## config.mk

```make
export PLATFORM = sky130hd
export DESIGN_NAME = rrct_ram
export DESIGN_NICKNAME = d
export VERILOG_FILES = /design/src/rtl/core/route_request_count_table_macros.svh /design/src/rtl/core/rrct_ram.sv
export SDC_FILE = /design/constraint.sdc
export NUM_CORES = 1
export LEC_CHECK = 0
export ABC_AREA = 1
export BUFFER_PORTS_ARGS = -buffer_cell sky130_fd_sc_hd__buf_4
export CAP_MARGIN = 5
export CORE_ASPECT_RATIO = 0.6
export CORE_MARGIN = 5
export CORE_UTILIZATION = 63
export CTS_BUF_LIST = sky130_fd_sc_hd__clkbuf_16
export DETAILED_ROUTE_END_ITERATION = 10
export HOLD_SLACK_MARGIN = 0.02
export PLACE_DENSITY = 0.82
export SETUP_SLACK_MARGIN = 0.02
export SLEW_MARGIN = 10
export SYNTH_ARGS = -nofsm -noshare
export SYNTH_HDL_FRONTEND = slang
export SYNTH_SLANG_ARGS = --single-unit
```

## constraint.sdc

```tcl
create_clock -name clk -period 2.2 [get_ports clk]
set_input_delay 0.11 -clock clk [delete_from_list [all_inputs] [get_ports clk]]
set_output_delay 0.11 -clock clk [all_outputs]
set_load 0.05 [all_outputs]
```

## src/rtl/core/route_request_count_table_macros.svh

```systemverilog
// Assertion macros shared by the route request count table RTL.
// Included by the modules that carry concurrent checks; expects clk and arst_n in scope.
`ifndef ROUTE_REQUEST_COUNT_TABLE_MACROS_SVH
`define ROUTE_REQUEST_COUNT_TABLE_MACROS_SVH

`ifndef SYNTHESIS

// Property check clocked on clk, disabled while reset is asserted.
`define RRCT_ASSERT(label, prop, msg) \
	label: assert property (@(posedge clk) disable iff (!arst_n) prop) \
		else $error(msg);

// Expression that must hold at every clock edge outside reset.
`define RRCT_INVARIANT(label, expr, msg) \
	label: assert property (@(posedge clk) disable iff (!arst_n) (expr)) \
		else $error(msg);

`else

`define RRCT_ASSERT(label, prop, msg)
`define RRCT_INVARIANT(label, expr, msg)

`endif

`endif

```

## src/rtl/core/rrct_ram.sv

```systemverilog
// Generic single-write, single-read synchronous RAM with registered read data.
// Depends on nothing; used for the entry store of the route request count table.
`timescale 1ns / 1ps

module rrct_ram #(
	parameter int WIDTH = 8,
	parameter int DEPTH = 64
) (
	input  logic                                  clk,
	input  logic                                  we,
	input  logic [(DEPTH > 1 ? $clog2(DEPTH) : 1)-1:0] waddr,
	input  logic [WIDTH-1:0]                      wdata,
	input  logic                                  re,
	input  logic [(DEPTH > 1 ? $clog2(DEPTH) : 1)-1:0] raddr,
	output logic [WIDTH-1:0]                      rdata
);

	logic [WIDTH-1:0] mem_q [DEPTH];

	// Write port and registered read port.
	always_ff @(posedge clk) begin
		if (we) begin
			mem_q[waddr] <= wdata;
		end
		if (re) begin
			rdata <= mem_q[raddr];
		end
	end

endmodule

```

==> flow_summary.ini, run 1 <==
[outcome]
status = complete, no violations

[placement]
gp_congestion = 0.883
post-place-ws_ps = 272
place_area_um2 = 22300
placedCellCount = 2283
hpwl_um = 32000
portBuffers = 30

[logic_synthesis]
netlist_instances = 1805
seq_area_frac_synth = 0.729
synthesis.area_um2 = 21400
ys_ff_latch = 520
synth.distinct_cells = 15
syn_avg_cell_area_um2 = 11.9
synth_nets = 1828
yosys_warnings = 0

[hold_path]
worstHoldPathCells = 3
hp-start = waddr[0]
hp-class = primary input to register
worstHoldEndpoint = mem_q[52][0]$_DFFE_PP_

[global_routing]
grt_pass1_vias = 13900
grt.total_usage = 0.289
grt_antenna_before_repair = 0
grt.overflow.total = 0
grt_pass1_wl_um = 83000
grt_max_degree = 101

[timing]
slew_headroom = 0.403
setup_viol = 0
fin_worst_skew_ps = 25.0
hold_viol = 0
tightest_slew_ps = 895
setup_slack_ps = 490
fin_hold_ws_ps = 83.2
slew_viol_final = 0
fmax_mhz = 585
fin_setup_tns_ps = 0
min_period_ps = 1710
period_share = 0.777
rsz0062_at_grt = false

[worst_setup_path]
cp_max_fo = 1
timing.rr.start = mem_q[1][5]$_DFFE_PP_
path_buf_inv = 0
crit_family = simple AND/OR/NAND/NOR gates
worstPathRequired_ps = 2500
crit_cells = 8
rr_worst_depth = 8
slowest_delay_ps = 370
end_kind = register
rrSetupSlack_ps = 490
start_kind = register
critPathSlowestCell = edfxtp_1
crit_chain = nand2_1, nand3_1, nand3_1, nand2_1, nand2_1, nand3_1, nand3_1, nand2_1
worstSetupPathType = register to register
r2r-end = rdata[5]$_DFFE_PP_
critPathArrivalTime_ps = 2010

[drt]
viasPerCell = 6.17
drtIter0Drc = 2579
wl_um = 54500
routedWlPerCell_um = 23.1
drtPass1Iterations = 6
drcViolationCount = 0
routed-via-count = 14600
final_antenna_net_count = 0

[final_layout]
areaGrowthSynthToFinish_pct = 10.8
layout_commonest_cell = nand2_1
layout_common_cells = 648 x nand2_1, 520 x edfxtp_1, 439 x nand3_1, 119 x buf_4, 56 x nor2_1
drive_above_1_share = 0.100
stdcell_area_um2 = 23700
num-nets-final = 1896
fill_cells = 2283
diodes = 0
utilization = 0.706
fin_cells = 2365

[die]
die_x_um = 248
fp.dieH_um = 153
start_util = 0.637
io_pins = 31
fp-row-count = 52
die_area_um2 = 37900
core-area_um2 = 33600

[cts]
cts_root_buf = clkbuf_16
path_clk_slew_ps = 70
clk_path_buf_depth = 3
cts.sinks = 520
insertion_delay_ps = 570
tritoncts = built
post_cts_resize_count = 0
cts_buffers = 45
htreeDepth = 2

[power]
powerDensity_nw_per_um2 = 844
finalPower_mw = 20.0
power.leakage_nw = 8.74
ir_drop_mv = 0.749

[flow_run]
drv_cap = 0
cells in the mapped netlist:
| master | n | area [um2] |
|---|---|---|
| edfxtp_1 | 520 | 15600 |
| nand2_1 | 648 | 2430 |
| buf_2 | 37 | 185 |
| nand4_1 | 9 | 56.3 |
| nor2_1 | 56 | 210 |
| nand3_1 | 439 | 2200 |
| buf_6 | 35 | 394 |
| buf_8 | 2 | 30.0 |
| clkbuf_1 | 15 | 56.3 |
| inv_6 | 1 | 8.76 |
| inv_2 | 1 | 3.75 |
| nor4_1 | 8 | 50.1 |
| inv_1 | 10 | 37.5 |
| buf_4 | 14 | 105 |
| buf_1 | 10 | 37.5 |
tightest hold or removal path, cell delays in order:
cell    delay, ps
buf_4         140
nor4_1         60
buf_4         170
flip-flops by register name, indices dropped and copies added (netlist names):
name	cells
rdata	8
mem_q	512
report_power, final:
part	leakage, nW	switching [mW]	internal, mW	total (mW)
logic	3.31	1.05	0.351	1.41
clock network	0.736	3.42	4.19	7.62
registers	4.69	0.0308	11.0	11.0
total	8.74	4.51	15.5	20.0
how the worst max path moves through the flow:
stage | from | endpoint | slack (ps)
floorplan | we | mem_q[48][0]$_DFFE_PP_ | 320
CTS | mem_q[1][5]$_DFFE_PP_ | rdata[5]$_DFFE_PP_ | 610
detailed placement | raddr[0] | rdata[5]$_DFFE_PP_ | 270
global route | mem_q[3][4]$_DFFE_PP_ | rdata[4]$_DFFE_PP_ | 490
finish | mem_q[1][5]$_DFFE_PP_ | rdata[5]$_DFFE_PP_ | 490
global placement | raddr[0] | rdata[4]$_DFFE_PP_ | 380
cell families after synthesis:
logic type	after synthesis	synth area share
simple gates	1160	0.231
flops	520	0.729
buf+inv	125	0.0401
routing by layer:
layer	wire, um	up-vias	track usage
met5	0	-	0
met4	1330	0	0.0692
met3	8490	114	0.104
met2	23500	1080	0.404
met1	21200	6920	0.441
li1	-	6476	-
final cells by class:
type	count	area (um2)	area share
sequential	520	15600	0.658
multi-input combinational	1160	4950	0.208
clock inverter	33	214	0.00901
tap	459	574	0.0242
inverter	12	52.6	0.00221
clock buffer	47	1180	0.0495
timing repair buffer	134	1160	0.0491
timing repair:
| item | in CTS | in global routing |
|---|---|---|
| hold buffers | 2 | 0 |
| setup buffers | 0 | 0 |
| endpoints found under the hold margin | 16 | 0 |
Power figures use the tool's default switching activity.
==> run 2, diff against run 1 <==
Settings changed: ABC_AREA 1 to 0, CORE_UTILIZATION 63 to 62, PLACE_DENSITY 0.82 to 0.81.
Clock period 2.2 ns to 1.65 ns, I/O delays scaled along.
==> run 2 against run 1 <==
Net effect: the run now ends with setup timing left; register-to-register slack lost 930 ps; final area shrank 1.2%; critical path depth shrank 3; area after synthesis decreased by 5.5%; sequential cell count unchanged; combinational power is 18% higher; maximum frequency shrank 18%; critical path type unchanged; largest power group unchanged.
==> flow_summary.ini, run 2 <==
[outcome]
status = complete, but fails checks
violations = setup timing

[final_layout]
largest_reg_flops = 512
num-nets-final = 1138
fin_cells = 1566
utilization = 0.725
diodes = 0
regMostFlops = mem_q
layout_commonest_cell = edfxtp_1
fill_cells = 1759
reg_top3 = mem_q (512), rdata (8)
stdcell_area_um2 = 23500
layout_common_cells = 520 x edfxtp_1, 166 x buf_4, 126 x mux4_2, 81 x nor2_1, 45 x clkbuf_16
drive_above_1_share = 0.338
areaGrowthSynthToFinish_pct = 15.9

[timing]
slew_headroom = 0.509
setup_slack_ps = -437
fin_worst_skew_ps = 12.9
rsz0062_at_grt = true
setup_viol = 8
fin_setup_tns_ps = -2360
hold_viol = 0
fin_hold_ws_ps = 94.4
tightest_slew_ps = 736
min_period_ps = 2090
fmax_mhz = 479
slew_viol_final = 0
period_share = 1.26

[power]
power.leakage_nw = 7.66
ir_drop_mv = 1.14
powerDensity_nw_per_um2 = 1130
finalPower_mw = 26.6

[logic_synthesis]
seq_area_frac_synth = 0.771
synth_top_area_share = 0.771
yosys_warnings = 0
syn_avg_cell_area_um2 = 21.5
synthesis.area_um2 = 20200
synth.distinct_cells = 39
synth_nets = 963
async_flop_share = 0
netlist_instances = 940
yosys.area.top_type = edfxtp_1
synth-main-ff-cell = edfxtp_1
synth_edf_count = 520
ys_top_cells_by_area = edfxtp_1 77%, mux4_2 14%, nor2_1 1.5%, mux2i_1 1.1%, mux2_2 0.72%
synth.cells.most_frequent = 520 x edfxtp_1, 126 x mux4_2, 83 x nor2_1, 23 x mux2i_1, 19 x nand2_1
yosys.cell_count.top_type = edfxtp_1
ys_ff_latch = 520

[die]
die_area_um2 = 36500
fp-row-count = 51
die_x_um = 243
fp.dieH_um = 150
start_util = 0.626
core-area_um2 = 32400
io_pins = 31

[placement]
hpwl_um = 29600
gp_congestion = 0.878
place_area_um2 = 22000
portBuffers = 30
placedCellCount = 1491
post-place-ws_ps = -680

[global_routing]
grt.total_usage = 0.266
grt_pass1_vias = 10600
grt_antenna_before_repair = 0
grt_max_degree = 65
grt.overflow.total = 0
grt_pass1_wl_um = 69900

[cts]
htreeDepth = 2
tritoncts = built
post_cts_buffers = 0
clk_path_buf_depth = 3
path_clk_slew_ps = 70
insertion_delay_ps = 550
cts.sinks = 520
cts_buffers = 44
cts_root_buf = clkbuf_16

[drt]
wl_um = 47100
drtPass1Iterations = 6
routed-via-count = 10500
drtIter0Drc = 1494
viasPerCell = 6.68
drcViolationCount = 0
routedWlPerCell_um = 30.1
final_antenna_net_count = 0

[worst_setup_path]
cp_max_fo = 1
worstSetupPathType = register to register
start_kind = register
critPathArrivalTime_ps = 2390
end_kind = register
worstPathRequired_ps = 1960

[hold_path]
hp-class = primary input to register

[flow_run]
drv_cap = 0
-- run 2: report_power, final --
part / switching (mW) / internal [mW] / total, mW
sequential: 0.0390 / 14.6 / 14.7
clock: 4.45 / 5.84 / 10.3
combinational: 0.984 / 0.674 / 1.66
-- run 2: path summary, 6_finish.rpt --
kind | to | slack [ps] | depth (start not counted) | start
worst min-delay path | mem_q[13][1]$_DFFE_PP_ | 90 | 1 | wdata[1]
worst max register to register | rdata[0]$_DFFE_PP_ | -440 | 5 | mem_q[1][0]$_DFFE_PP_
worst max-delay path | rdata[0]$_DFFE_PP_ | -440 | 5 | mem_q[1][0]$_DFFE_PP_
worst min register to register | rdata[2]$_DFFE_PP_ | 900 | 4 | mem_q[22][2]$_DFFE_PP_
-- run 2: cell families after synthesis --
family	synth area share
flops	0.771
buf+inv	0.0156
compound gates	0.0206
simple gates	0.0337
mux	0.159
-- run 2: layout make-up --
class	instances	area, um2	share of cell area
tap	424	531	0.0226
timing repair buffer	180	1500	0.0639
clock buffer	45	1130	0.0480
sequential	520	15600	0.665
multi-input combinational	369	4430	0.189
clock inverter	28	268	0.0114
-- run 2: metal layers --
| layer | global-route usage | up-vias | part of all wire |
|---|---|---|---|
| met1 | 0.398 | 5361 | 0.39 |
| met5 | 0 | - | 0 |
| met2 | 0.386 | 710 | 0.44 |
| li1 | - | 4282 | - |
| met4 | 0.0723 | 0 | 0.027 |
| met3 | 0.0880 | 101 | 0.14 |
-- run 2: timing repair --
action,4_1_cts,5_1_grt
hold buffers,2,0
endpoints found under the setup margin,8,8
gates resized for setup,14,3
pin swaps,3,5
endpoints found under the hold margin,10,0
-- run 2: worst max-delay path, cell delays in order (launching register included) --
cell,delay (ps)
edfxtp_1,430
mux4_2,490
mux4_2,550
nor2_4,180
nor3_2,60
o2bb2ai_1,130
==> run 3, diff against run 2 <==
Settings changed: CORE_UTILIZATION 62 to 67, PLACE_DENSITY 0.81 to 0.86, SLEW_MARGIN 10 to 30.
Clock period 1.65 ns to 2.69 ns, I/O delays scaled along.
==> run 3 against run 2 <==
Net effect: the run now ends clean; register-to-register slack better by 860 ps; first-iteration DRC count grew 21%; clock-buffer cell count is the same; die area shrank 7.1%; largest power group unchanged; highest routed layer unchanged.
==> flow_summary.ini, run 3 (synthesis results as in run 2) <==
[timing]
fmax_mhz = 440
slew_headroom = 0.444
slew_viol_final = 0
fin_worst_skew_ps = 20.2
period_share = 0.845
rsz0062_at_grt = false
min_period_ps = 2270
fin_hold_ws_ps = 87.8
setup_viol = 0
fin_setup_tns_ps = 0
hold_viol = 0
tightest_slew_ps = 830

[die]
die_area_um2 = 33900
fp.dieH_um = 145
fp-row-count = 49
die_x_um = 234
start_util = 0.678
io_pins = 31
core-area_um2 = 29900

[final_layout]
drive_above_1_share = 0.303
areaGrowthSynthToFinish_pct = 13.1
largest_reg_flops = 512
stdcell_area_um2 = 22900
regMostFlops = mem_q
num-nets-final = 1081
reg_top3 = mem_q (512), rdata (8)
layout_common_cells = 520 x edfxtp_1, 126 x mux4_2, 114 x buf_4, 83 x nor2_1, 45 x clkbuf_16
layout_commonest_cell = edfxtp_1

[power]
powerDensity_nw_per_um2 = 714
ir_drop_mv = 0.615
power.leakage_nw = 7.36
switchingPower_mw = 3.47
switching_share = 0.212
finalPower_mw = 16.3
clock_power_share = 0.391
combPwrFrac = 0.057
sequentialPowerShare = 0.551
intPower_mw = 12.9

[worst_setup_path]
crit_family = multiplexers
crit_cells = 5
rr_worst_depth = 5
worstSetupPathType = register to register
cp_max_fo = 1
slowest_delay_ps = 490
worstPathRequired_ps = 2990
start_kind = register
crit_chain = mux4_2, mux2_2, o221a_2, nor3_1, o32ai_1
critPathArrivalTime_ps = 2570
critPathSlowestCell = mux4_2
end_kind = register
path_buf_inv = 0

[global_routing]
gr-usage-met3 = 0.0800
grt_antenna_before_repair = 0
grt-busiest-layer = met2
grt_pass1_vias = 10700
grt_pass1_wl_um = 71900
grt_max_degree = 65
grt.total_usage = 0.299
grt.overflow.total = 0
met1_usage = 0.447
use_met2 = 0.456

[drt]
drtIter0Drc = 1803
drcViolationCount = 0
wl_um = 48900
final_antenna_net_count = 0
viasPerCell = 7.05
drtPass1Iterations = 6
routedWlPerCell_um = 32.6
routed-via-count = 10600

[cts]
htreeDepth = 2
path_clk_slew_ps = 70
clk_path_buf_depth = 3
ctsHoldBuffers = 1
cts_buffers = 44
insertion_delay_ps = 570
cts_root_buf = clkbuf_16
cts.sinks = 520
post_cts_resize_count = 0
post_cts_buffers = 0
tritoncts = built

[placement]
gp_congestion = 0.873
portBuffers = 30
place_area_um2 = 21500
hpwl_um = 29200

[hold_path]
hp-class = primary input to register
worstHoldPathCells = 3

[flow_run]
drv_cap = 0

[outcome]
status = complete, no violations
run 3: stage by stage:
step           std cells   util  worst slack (ps)
3_3_place_gp        1419  0.718               262
5_1_grt             1501  0.767               398
6_report            1502  0.767               418
3_5_place_dp        1419  0.718               166
2_1_floorplan        940      -               749
4_1_cts             1501  0.767               452
run 3: path summary, 6_finish.rpt:
path                                              from                endpoint  slack [ps]
worst max-delay path            mem_q[21][4]$_DFFE_PP_      rdata[4]$_DFFE_PP_         420
worst min-delay path                          waddr[2]  mem_q[54][6]$_DFFE_PP_          90
worst max register to register  mem_q[21][4]$_DFFE_PP_      rdata[4]$_DFFE_PP_         420
worst min register to register  mem_q[31][6]$_DFFE_PP_      rdata[6]$_DFFE_PP_         930
run 3: tightest hold or removal path: cells and delay by family:
family	cells	cell delay, ps
AND/OR/NAND/NOR	2	170
buffers and inverters	1	150
run 3: routing by layer:
layer	part of all wire	vias up
met3	0.14	131
met2	0.46	975
met1	0.36	5314
met4	0.031	0
li1	-	4164
met5	0	-
run 3: cell type report:
class	count	area, um2
Antenna cell	1	2.50
Clock buffer	45	1130
Clock inverter	36	305
Fill cell	1467	6960
Multi-Input combinational cell	369	4320
Sequential cell	520	15600
Tap cell	408	510
Timing Repair Buffer	123	1020
run 3: power groups by stage:
| stage | clock (mW) | sequential (mW) | combinational, mW |
|---|---|---|---|
| finish | 6.39 | 9.01 | 0.937 |
| global route | 6.80 | 9.00 | 0.974 |
| CTS | 6.40 | 9.01 | 0.920 |
| detailed placement | 0 | 9.18 | 0.902 |
| global placement | 0 | 9.18 | 0.871 |
| floorplan | 0 | 9.21 | 0.478 |
